$ cat src/rtl/core/pwmlo_pkg.sv
// Shared constants, codes and types of the position weight matrix log-odds converter.
package pwmlo_pkg;

    localparam int MAX_ROWS    = 16;
    localparam int MAX_LENGTH  = 64;
    localparam int STORE_DEPTH = MAX_ROWS * MAX_LENGTH;
    localparam int ADDR_W      = $clog2(STORE_DEPTH);
    localparam int ROW_W       = 4;
    localparam int COL_W       = 6;
    localparam int LEN_W       = 7;
    localparam int COUNT_W     = 16;
    localparam int RSUM_W      = 22;
    localparam int TOTAL_W     = 26;
    localparam int WEIGHT_W    = 22;
    localparam int STATUS_W    = 2;

    // ln 2 in Q32.
    localparam logic [31:0] LN2_Q32 = 32'd2977044472;

    localparam logic [1:0] OP_WRITE   = 2'd0;
    localparam logic [1:0] OP_CONVERT = 2'd1;
    localparam logic [1:0] OP_CLEAR   = 2'd2;

    localparam logic [STATUS_W-1:0] ST_OK        = 2'd0;
    localparam logic [STATUS_W-1:0] ST_TOTAL_0   = 2'd1;
    localparam logic [STATUS_W-1:0] ST_ROW_0     = 2'd2;
    localparam logic [STATUS_W-1:0] ST_OUT_RANGE = 2'd3;

    localparam logic CFG_DINUC  = 1'b0;
    localparam logic CFG_LENGTH = 1'b1;

    // Operands of one log-odds evaluation.
    typedef struct packed {
        logic               dinuc;
        logic [LEN_W-1:0]   len;
        logic [COUNT_W-1:0] count;
        logic [RSUM_W-1:0]  rowsum;
        logic [TOTAL_W-1:0] total;
    } pwmlo_args_t;

endpackage

$ cat src/rtl/core/pwmlo_log_core.sv
// Sequenced log-odds datapath: one shared adder and one shared multiplier.
module pwmlo_log_core (
    input  logic                              clk,
    input  logic                              rst_n,
    input  logic                              start,
    input  pwmlo_pkg::pwmlo_args_t            args,
    output logic                              done,
    output logic [pwmlo_pkg::WEIGHT_W-1:0]    weight
);
    import pwmlo_pkg::*;

    typedef enum logic [3:0] {
        C_IDLE, C_MULA, C_DIVN, C_MULB, C_NORMA, C_NORMB,
        C_PRE, C_LDIV, C_SQR, C_SQRUPD, C_SCALE, C_ROUND
    } cstate_t;

    cstate_t            state_reg;
    pwmlo_args_t        args_reg;
    logic [63:0]        acc_reg, x_reg, y_reg, a_reg, b_reg, prod_reg;
    logic [31:0]        z_reg;
    logic [19:0]        frac_reg;
    logic signed [7:0]  e_reg;
    logic [5:0]         step_reg;
    logic               neg_reg;
    logic               done_reg;
    logic [WEIGHT_W-1:0] weight_reg;

    // Shared adder / subtractor. With subtraction the carry means a >= b.
    logic [63:0] add_a, add_b, add_sum;
    logic        add_sub, add_cout;
    // Shared multiplier.
    logic [31:0] mul_a, mul_b;
    logic [63:0] mul_p;

    logic [19:0] mcand_a;
    logic [26:0] n_plus1;
    logic [30:0] mcand_b;
    logic [63:0] acc_mul, y_div;
    logic [31:0] zz;
    logic [27:0] l2, mag;
    logic [63:0] rnd;
    logic [23:0] r_full;
    logic [21:0] r_sat;

    always_comb
    begin
        add_a   = acc_reg;
        add_b   = 64'd0;
        add_sub = 1'b0;
        unique case (state_reg)
            C_MULA, C_MULB:
            begin
                add_b = x_reg;
            end
            C_DIVN:
            begin
                add_a   = {acc_reg[62:0], x_reg[TOTAL_W-1]};
                add_b   = 64'(args_reg.len);
                add_sub = 1'b1;
            end
            C_PRE:
            begin
                add_a   = a_reg;
                add_b   = b_reg;
                add_sub = 1'b1;
            end
            C_LDIV:
            begin
                add_a   = {acc_reg[62:0], 1'b0};
                add_b   = b_reg;
                add_sub = 1'b1;
            end
            default:
            begin
                add_a = acc_reg;
            end
        endcase
        {add_cout, add_sum} = {1'b0, add_a} + {1'b0, (add_sub ? ~add_b : add_b)}
                              + 65'(add_sub);
    end

    always_comb
    begin
        l2  = {e_reg, 20'd0} + {8'd0, frac_reg};
        mag = l2[27] ? (28'd0 - l2) : l2;
        if (state_reg == C_SCALE)
        begin
            mul_a = {5'd0, mag[26:0]};
            mul_b = LN2_Q32;
        end
        else
        begin
            mul_a = z_reg;
            mul_b = z_reg;
        end
        mul_p = 64'(mul_a) * 64'(mul_b);
    end

    always_comb
    begin
        mcand_a = args.dinuc ? {args.count, 4'b0001} : {2'b00, args.count, 2'b01};
        y_div   = {y_reg[62:0], add_cout};
        n_plus1 = 27'(y_div[TOTAL_W-1:0]) + 27'd1;
        mcand_b = args_reg.dinuc ? {n_plus1, 4'b0000} : {2'b00, n_plus1, 2'b00};
        acc_mul = y_reg[0] ? add_sum : acc_reg;
        zz      = prod_reg[61:30];
        rnd     = prod_reg + (64'd1 << 35);
        r_full  = rnd[59:36];
        r_sat   = (r_full > 24'd2097152) ? 22'h200000 : r_full[21:0];
    end

    always_ff @(posedge clk or negedge rst_n)
    begin
        if (!rst_n)
        begin
            state_reg <= C_IDLE;
            done_reg  <= 1'b0;
        end
        else
        begin
            done_reg <= 1'b0;
            unique case (state_reg)
                C_IDLE:
                begin
                    if (start)
                    begin
                        args_reg  <= args;
                        x_reg     <= 64'(mcand_a);
                        y_reg     <= 64'(args.total);
                        acc_reg   <= 64'd0;
                        step_reg  <= 6'(TOTAL_W - 1);
                        state_reg <= C_MULA;
                    end
                end
                // A = (count * size + 1) * total, shift and add.
                C_MULA:
                begin
                    acc_reg  <= acc_mul;
                    x_reg    <= {x_reg[62:0], 1'b0};
                    y_reg    <= {1'b0, y_reg[63:1]};
                    step_reg <= step_reg - 6'd1;
                    if (step_reg == 6'd0)
                    begin
                        a_reg     <= acc_mul;
                        acc_reg   <= 64'd0;
                        x_reg     <= 64'(args_reg.total);
                        y_reg     <= 64'd0;
                        step_reg  <= 6'(TOTAL_W - 1);
                        state_reg <= C_DIVN;
                    end
                end
                // N = total / length, restoring division.
                C_DIVN:
                begin
                    acc_reg  <= add_cout ? add_sum : add_a;
                    y_reg    <= y_div;
                    x_reg    <= {x_reg[62:0], 1'b0};
                    step_reg <= step_reg - 6'd1;
                    if (step_reg == 6'd0)
                    begin
                        acc_reg   <= 64'd0;
                        x_reg     <= 64'(mcand_b);
                        y_reg     <= 64'(args_reg.rowsum);
                        step_reg  <= 6'(RSUM_W - 1);
                        state_reg <= C_MULB;
                    end
                end
                // B = size * (N + 1) * rowsum.
                C_MULB:
                begin
                    acc_reg  <= acc_mul;
                    x_reg    <= {x_reg[62:0], 1'b0};
                    y_reg    <= {1'b0, y_reg[63:1]};
                    step_reg <= step_reg - 6'd1;
                    if (step_reg == 6'd0)
                    begin
                        b_reg     <= acc_mul;
                        e_reg     <= 8'sd0;
                        state_reg <= C_NORMA;
                    end
                end
                // Bring the leading one of each operand to bit 61.
                C_NORMA:
                begin
                    if (a_reg[61])
                    begin
                        state_reg <= C_NORMB;
                    end
                    else if (a_reg[61:58] == 4'd0)
                    begin
                        a_reg <= {a_reg[59:0], 4'd0};
                        e_reg <= e_reg - 8'sd4;
                    end
                    else
                    begin
                        a_reg <= {a_reg[62:0], 1'b0};
                        e_reg <= e_reg - 8'sd1;
                    end
                end
                C_NORMB:
                begin
                    if (b_reg[61])
                    begin
                        state_reg <= C_PRE;
                    end
                    else if (b_reg[61:58] == 4'd0)
                    begin
                        b_reg <= {b_reg[59:0], 4'd0};
                        e_reg <= e_reg + 8'sd4;
                    end
                    else
                    begin
                        b_reg <= {b_reg[62:0], 1'b0};
                        e_reg <= e_reg + 8'sd1;
                    end
                end
                // The ratio must lie in [1,2); otherwise double A once.
                C_PRE:
                begin
                    if (add_cout)
                    begin
                        acc_reg   <= add_sum;
                        y_reg     <= 64'd1;
                        step_reg  <= 6'd29;
                        state_reg <= C_LDIV;
                    end
                    else
                    begin
                        a_reg <= {a_reg[62:0], 1'b0};
                        e_reg <= e_reg - 8'sd1;
                    end
                end
                C_LDIV:
                begin
                    acc_reg  <= add_cout ? add_sum : add_a;
                    y_reg    <= y_div;
                    step_reg <= step_reg - 6'd1;
                    if (step_reg == 6'd0)
                    begin
                        z_reg     <= y_div[31:0];
                        frac_reg  <= 20'd0;
                        step_reg  <= 6'd19;
                        state_reg <= C_SQR;
                    end
                end
                C_SQR:
                begin
                    prod_reg  <= mul_p;
                    state_reg <= C_SQRUPD;
                end
                // One fraction bit of log2 per squaring.
                C_SQRUPD:
                begin
                    frac_reg <= {frac_reg[18:0], zz[31]};
                    z_reg    <= zz[31] ? {1'b0, zz[31:1]} : zz;
                    step_reg <= step_reg - 6'd1;
                    state_reg <= (step_reg == 6'd0) ? C_SCALE : C_SQR;
                end
                C_SCALE:
                begin
                    prod_reg  <= mul_p;
                    neg_reg   <= l2[27];
                    state_reg <= C_ROUND;
                end
                C_ROUND:
                begin
                    if (neg_reg)
                    begin
                        weight_reg <= 22'd0 - r_sat;
                    end
                    else
                    begin
                        weight_reg <= (r_sat == 22'h200000) ? 22'h1FFFFF : r_sat;
                    end
                    done_reg  <= 1'b1;
                    state_reg <= C_IDLE;
                end
                default:
                begin
                    state_reg <= C_IDLE;
                end
            endcase
        end
    end

    assign done   = done_reg;
    assign weight = weight_reg;

endmodule

$ cat config.mk
export PLATFORM = sky130hd
export DESIGN_NAME = pwmlo_log_core
export DESIGN_NICKNAME = d
export VERILOG_FILES = /design/src/rtl/core/pwmlo_pkg.sv /design/src/rtl/core/pwmlo_log_core.sv
export SDC_FILE = /design/constraint.sdc
export NUM_CORES = 2
export LEC_CHECK = 0
export ABC_CLOCK_PERIOD_IN_PS = 25300
export BUFFER_PORTS_ARGS = -buffer_cell sky130_fd_sc_hd__buf_2
export CORE_MARGIN = 8
export CORE_UTILIZATION = 45
export DETAILED_ROUTE_END_ITERATION = 8
export SETUP_SLACK_MARGIN = 0.3
export SLEW_MARGIN = 20
export SYNTH_ARGS = -nofsm -noshare
export SYNTH_HDL_FRONTEND = slang
export SYNTH_SLANG_ARGS = --single-unit
$ cat constraint.sdc
create_clock -name clk -period 25.3 [get_ports clk]
set_clock_uncertainty 0.2 [all_clocks]
set_input_delay 5.06 -clock clk [delete_from_list [all_inputs] [get_ports clk]]
set_output_delay 5.06 -clock clk [all_outputs]
set_load 0.01 [all_outputs]
After elaboration in Yosys (flattened, before gate mapping)
Index checks and enable logic that the tools add are counted.
{"block": "totals", "regBits": 532, "word_cells": 153}
{"block": "classes", "addsub": 12, "n_mul": 1, "order_cmp": 1, "n_eq_ne": 23, "mux": 65, "n_bitwise": 1, "reduce_logical": 30}
{"op": "$mux W64", "n": 19}
{"op": "$pmux W64 S6", "n": 2}
{"op": "$pmux W64 S3", "n": 3}
{"op": "$pmux W64 S4", "n": 1}
{"op": "$pmux W64 S2", "n": 1}
{"op": "$mux W32", "n": 3}
{"op": "$mux W22", "n": 3}
{"op": "$add A64 B64 Y65", "n": 1}
{"op": "$add A65 B1 Y65", "n": 1}
{"op": "$not A64 Y64", "n": 1}
{"op": "$pmux W32 S2", "n": 1}
{"op": "$mux W63", "n": 1}
{"op": "$mul A32 B32 Y62", "n": 1}
{"op": "$mux W31", "n": 2}
{"op": "$add A60 B36 Y60 const B", "n": 1}
{"op": "$mux W8", "n": 6}
{"op": "$pmux W4 S11", "n": 1}
{"op": "$mux W20", "n": 2}
{"op": "$pmux W20 S2", "n": 1}
{"op": "$pmux W6 S6", "n": 1}
{"op": "$mux W4", "n": 8}
{"op": "$pmux W8 S4", "n": 1}
{"op": "$mux W6", "n": 5}
{"op": "$add A28 B20 Y28", "n": 1}
{"op": "32 further kinds", "n": 66}

Logic depth before layout (Yosys ltp)
{"block": "logic_depth", "ltp_word": 11, "depth_mapped": 38, "mapped_depth_nobuf": 38}

Worst setup path before layout
No wires, ideal clock.
{"block": "synth_timing", "path_kind": "input -> register", "startpoint": "input start", "endpoint": "register acc_reg[0] (enable)", "setup_time_ns": 0.658, "arrival_ns": 11.468, "required_time_ns": 24.442, "setup_slack_ns": 12.974, "cell_stages": 4, "path_buffers": 0, "cell_sequence": "nor3_1 -> nand2_1 -> nand3_1 -> a21oi_1"}
{"block": "synth_via", "elab_chain_cells": 2}
{"item": "from (decl)", "line": "pwmlo_log_core.sv:5", "text": "input logic start,"}
{"item": "$ne A2 B2 Y1 (no source line)"}
{"item": "$reduce_and A4 Y1 (no source line)"}
{"item": "to (signal assigned)", "line": "pwmlo_log_core.sv:138", "text": "acc_reg <= acc_mul;"}
{"item": "to (signal assigned)", "line": "pwmlo_log_core.sv:155", "text": "acc_reg <= add_cout ? add_sum : add_a;"}
{"item": "to (signal assigned)", "line": "pwmlo_log_core.sv:171", "text": "acc_reg <= acc_mul;"}
{"item": "to (decl)", "line": "pwmlo_log_core.sv:19", "text": "logic [63:0] acc_reg, x_reg, y_reg, a_reg, b_reg, prod_reg;"}
Every way passes these cells.
A chain may end at the register's enable or synchronous reset.

Final worst setup path
{"block": "layout_timing", "startpoint": "register state_reg[1]", "endpoint": "register prod_reg[55] (data pin)"}
{"block": "layout_via", "elab_chain_cells": 3}
{"item": "from (decl)", "line": "pwmlo_log_core.sv:17", "text": "cstate_t state_reg;"}
{"item": "from (signal assigned)", "line": "pwmlo_log_core.sv:257", "text": "state_reg <= (step_reg == 6'd0) ? C_SCALE : C_SQR;"}
{"item": "$eq A4 B4 Y1 *", "line": "pwmlo_log_core.sv:86", "text": "if (state_reg == C_SCALE)"}
{"item": "$mux W32", "line": "pwmlo_log_core.sv:86"}
{"item": "$mul A32 B32 Y62 *", "line": "pwmlo_log_core.sv:96", "text": "mul_p = 64'(mul_a) * 64'(mul_b);"}
{"item": "net mul_p[55]", "line": "pwmlo_log_core.sv:33", "text": "logic [63:0] mul_p;"}
{"item": "to (signal assigned)", "line": "pwmlo_log_core.sv:248", "text": "prod_reg <= mul_p;"}
{"item": "to (signal assigned)", "line": "pwmlo_log_core.sv:261", "text": "prod_reg <= mul_p;"}
{"item": "to (decl)", "line": "pwmlo_log_core.sv:19"}
The timed path passes the listed nets; every way through them passes the cells marked *.

==> flow_metrics.env <==
export IMPL_maxCapViolCount=0
export IMPL_fmax_ghz=0.07706
export IMPL_pwr_share_clk=0.104
export IMPL_cpMostUsedCell="fa_1"
export IMPL_holdBufCountCts=0
export IMPL_drc_errors=0
export IMPL_power_density_mw_per_mm2=115.2
export IMPL_cp_slowest_cell="a21oi_1"
export IMPL_fillCellCount=13440
export IMPL_clock_latency_ns=0.67
export IMPL_grt_start_max_net_pins=74
export IMPL_worst_pin_slew_ns=1.265
export IMPL_htreeDepth=2
export IMPL_fin_tns_setup_ns=0
export IMPL_ys_seq_area_frac=0.2351
export IMPL_area_growth_pct=6.583
export IMPL_wl_per_cell_um=27.00
export IMPL_hold_viol_final=0
export IMPL_setup_viol=0
export IMPL_synth_edff_count=497
export IMPL_grt_pass1_vias=55710
export IMPL_synth_nets=8226
export IMPL_ys_ff_latch=502
export IMPL_syn_area_per_cell_um2=9.228
export IMPL_die_area_mm2=0.1546
export IMPL_drv_slew=0
export IMPL_die_w_um=393.2
export IMPL_reg2reg_to="prod_reg[55]"
export IMPL_io_pins=98
export IMPL_vias=53630
export IMPL_hp_class="reg -> reg"
export IMPL_start_util=0.4527
export IMPL_postCtsResizedCells=0
export IMPL_fin_crit_ns=12.98
export IMPL_cts_buffers=53
export IMPL_place_congestion=0.9953
export IMPL_final_common_cell="inv_1"
export IMPL_met1_length_mm=87.10
export IMPL_finalCritPeriodShare=0.5129
export IMPL_netSwitchingFraction=0.5146
export IMPL_worstPathRequired_ns=25.51
export IMPL_cts_setup_buffers=0
export IMPL_fin_worst_hold_slack_ns=0.3394
export IMPL_ys_flop_type="edfxtp_1"
export IMPL_antenna_found_initial=8
export IMPL_synth_area_mm2=0.06401
export IMPL_slowest_delay_ns=0.97
export IMPL_power_internal_mw=3.814
export IMPL_synth_distinct_cells=95
export IMPL_path_class="reg -> reg"
export IMPL_place_inst=8620
export IMPL_num_rows=138
export IMPL_cts_buffer_depth=3
export IMPL_fp_dieH_um=393.2
export IMPL_critPathLaunchType="flip-flop"
export IMPL_grt_usage=0.3012
export IMPL_grt_overflow=0
export IMPL_fin_util=0.4825
export IMPL_endpoint_kind="flip-flop"
export IMPL_vdd_drop_max_mv=0.1150
export IMPL_async_flop_share=0.009960
export IMPL_p_leak_nw=31.36
export IMPL_first_pass_iters=7
export IMPL_grt_pass1_wl_mm=353.4
export IMPL_clk_pin_slew_ns=0.07
export IMPL_tritoncts="yes"
export IMPL_endpoint="prod_reg[55]"
export IMPL_rsz0062_at_grt="false"
export IMPL_worstReg2RegStart="state_reg[1]"
export IMPL_place_hpwl_mm=175.9
export IMPL_cp_arrival_ns=13.19
export IMPL_fin_cells=8718
export IMPL_netlist_instances=6937
export IMPL_top_layer="met5"
export IMPL_final_cell_mix="inv_1, fa_1, nand2_1, edfxtp_1, nor2_1"
export IMPL_wl_mm=235.4
export IMPL_path_max_fanout=29
export IMPL_total_power_mw=7.857
export IMPL_status="finished clean"
export IMPL_critPathLaunch="state_reg[1]"
export IMPL_vias_per_cell=6.151
export IMPL_clock_root_buffer="clkbuf_16"
export IMPL_nNetsFinal=8074
export IMPL_drtIter0Drc=6185
export IMPL_p_sw_mw=4.043
export IMPL_ff2ff_setup_slack_ns=12.32
export IMPL_core_area_mm2=0.1414
export IMPL_route_met2_wl_mm=109.7
export IMPL_reg2reg_depth=32
export IMPL_drive_gt1_frac=0.06196
export IMPL_io_buffers=97
export IMPL_route_met3_wl_mm=22.02
export IMPL_ant_nets=0
export IMPL_maxSlewHeadroom=0.1569
export IMPL_p_comb_frac=0.691
export IMPL_p_seq_frac=0.205
export IMPL_cts_sinks=502
export IMPL_synth_warnings=0
[how the worst min path moves through the flow]
| stage | startpoint | to | slack [ns] | cells after the start |
|---|---|---|---|---|
| 2_1_floorplan | e_reg[7] | neg_reg | 0.24 | 0 |
| 5_1_grt | args_reg[1] | x_reg[1] | 0.36 | 1 |
| 6_report | y_reg[63] | y_reg[62] | 0.34 | 1 |
| 4_1_cts | y_reg[63] | y_reg[62] | 0.34 | 1 |
| 3_5_place_dp | args_reg[20] | x_reg[20] | 0.33 | 2 |
| 3_3_place_gp | args_reg[0] | x_reg[0] | 0.32 | 2 |
[synthesized netlist by cell type (all sizes together), types with 12 or more instances]
| cell | count | area, µm² |
|---|---|---|
| nor2b | 31 | 193.9 |
| fa | 895 | 17920 |
| a211oi | 26 | 195.2 |
| o21a | 26 | 195.2 |
| buf | 54 | 230.2 |
| and4 | 17 | 148.9 |
| a21o | 77 | 578.1 |
| o31ai | 19 | 142.6 |
| a22o | 42 | 367.9 |
| nand3 | 63 | 315.3 |
| o22ai | 71 | 444.2 |
| nand2 | 799 | 3002 |
| a31oi | 35 | 219.0 |
| a221oi | 85 | 744.5 |
| nand2b | 37 | 231.5 |
| a21oi | 446 | 2258 |
| ha | 319 | 3991 |
| or2 | 23 | 143.9 |
| a22oi | 56 | 420.4 |
| a21boi | 15 | 112.6 |
| or3 | 12 | 75.07 |
| xnor2 | 97 | 849.6 |
| inv | 1094 | 4106 |
| o21ai | 266 | 1343 |
| mux2i | 163 | 1632 |
| xor2 | 78 | 683.2 |
| and2 | 76 | 475.5 |
| nor3 | 52 | 271.5 |
| edfxtp | 497 | 14920 |
| a222oi | 47 | 470.5 |
| o211ai | 30 | 230.2 |
| nor2 | 491 | 1853 |
| o21bai | 29 | 217.7 |
| a221o | 12 | 120.1 |
| clkbuf | 394 | 1480 |
| o221ai | 34 | 297.8 |
| and3 | 245 | 1533 |
| nand4 | 55 | 344.1 |
[power groups by stage]
stage	logic, mW	clock network, mW	registers [mW]
after floorplan	3.79	0	1.52
after global placement	5.25	0	1.62
after detailed placement	5.30	0	1.62
after CTS	5.34	0.829	1.61
after global routing	5.91	0.850	1.63
final	5.43	0.816	1.61
[area by class of cell]
cell class | count | area [µm²] | share of cell area
multi-input combinational | 4888 | 43380 | 0.6358
sequential | 502 | 15050 | 0.2206
timing repair buffer | 241 | 1567 | 0.02296
antenna | 1 | 2.502 | 0.00003668
clock inverter | 39 | 394.1 | 0.005777
tap | 1890 | 2365 | 0.03466
inverter | 1099 | 4125 | 0.06046
clock buffer | 58 | 1345 | 0.01971
[layer usage]
| metal | global-route usage | vias to the layer above |
|---|---|---|
| met3 | 0.05552 | 812 |
| met2 | 0.4949 | 3175 |
| met4 | 0.1702 | 8 |
| li1 | - | 22940 |
| met5 | 0 | - |
| met1 | 0.3738 | 26690 |
[worst max-delay path, delay by kind of cell (launching register included)]
family / cells / cell delay, ns
flops: 1 / 0.61
compound gates: 9 / 4.38
simple gates: 6 / 2.15
fa+ha+maj: 9 / 3.79
buf+inv: 8 / 1.51
[cell families (layout without fill, tap and decap cells)]
| logic type | after synthesis | in the layout | synth area share |
|---|---|---|---|
| flip-flops | 502 | 502 | 0.2351 |
| buffers and inverters | 1547 | 1437 | 0.09116 |
| AND/OR/NAND/NOR | 1940 | 1940 | 0.1393 |
| adder cells (fa/ha/maj) | 1214 | 1214 | 0.3423 |
| XOR/XNOR | 175 | 175 | 0.02394 |
| AO/OA/AOI/OAI | 1388 | 1388 | 0.1414 |
| multiplexers | 171 | 171 | 0.02690 |
| other | 0 | 1 | 0 |
[per-stage QoR]
step	setup slack (ns)	instance area (µm²)
3_5_place_dp	12.66	66490
3_3_place_gp	12.78	66480
2_1_floorplan	12.97	64010
6_report	12.32	68230
4_1_cts	12.65	68220
5_1_grt	11.98	68230
(Power assumes the default switching activity.)
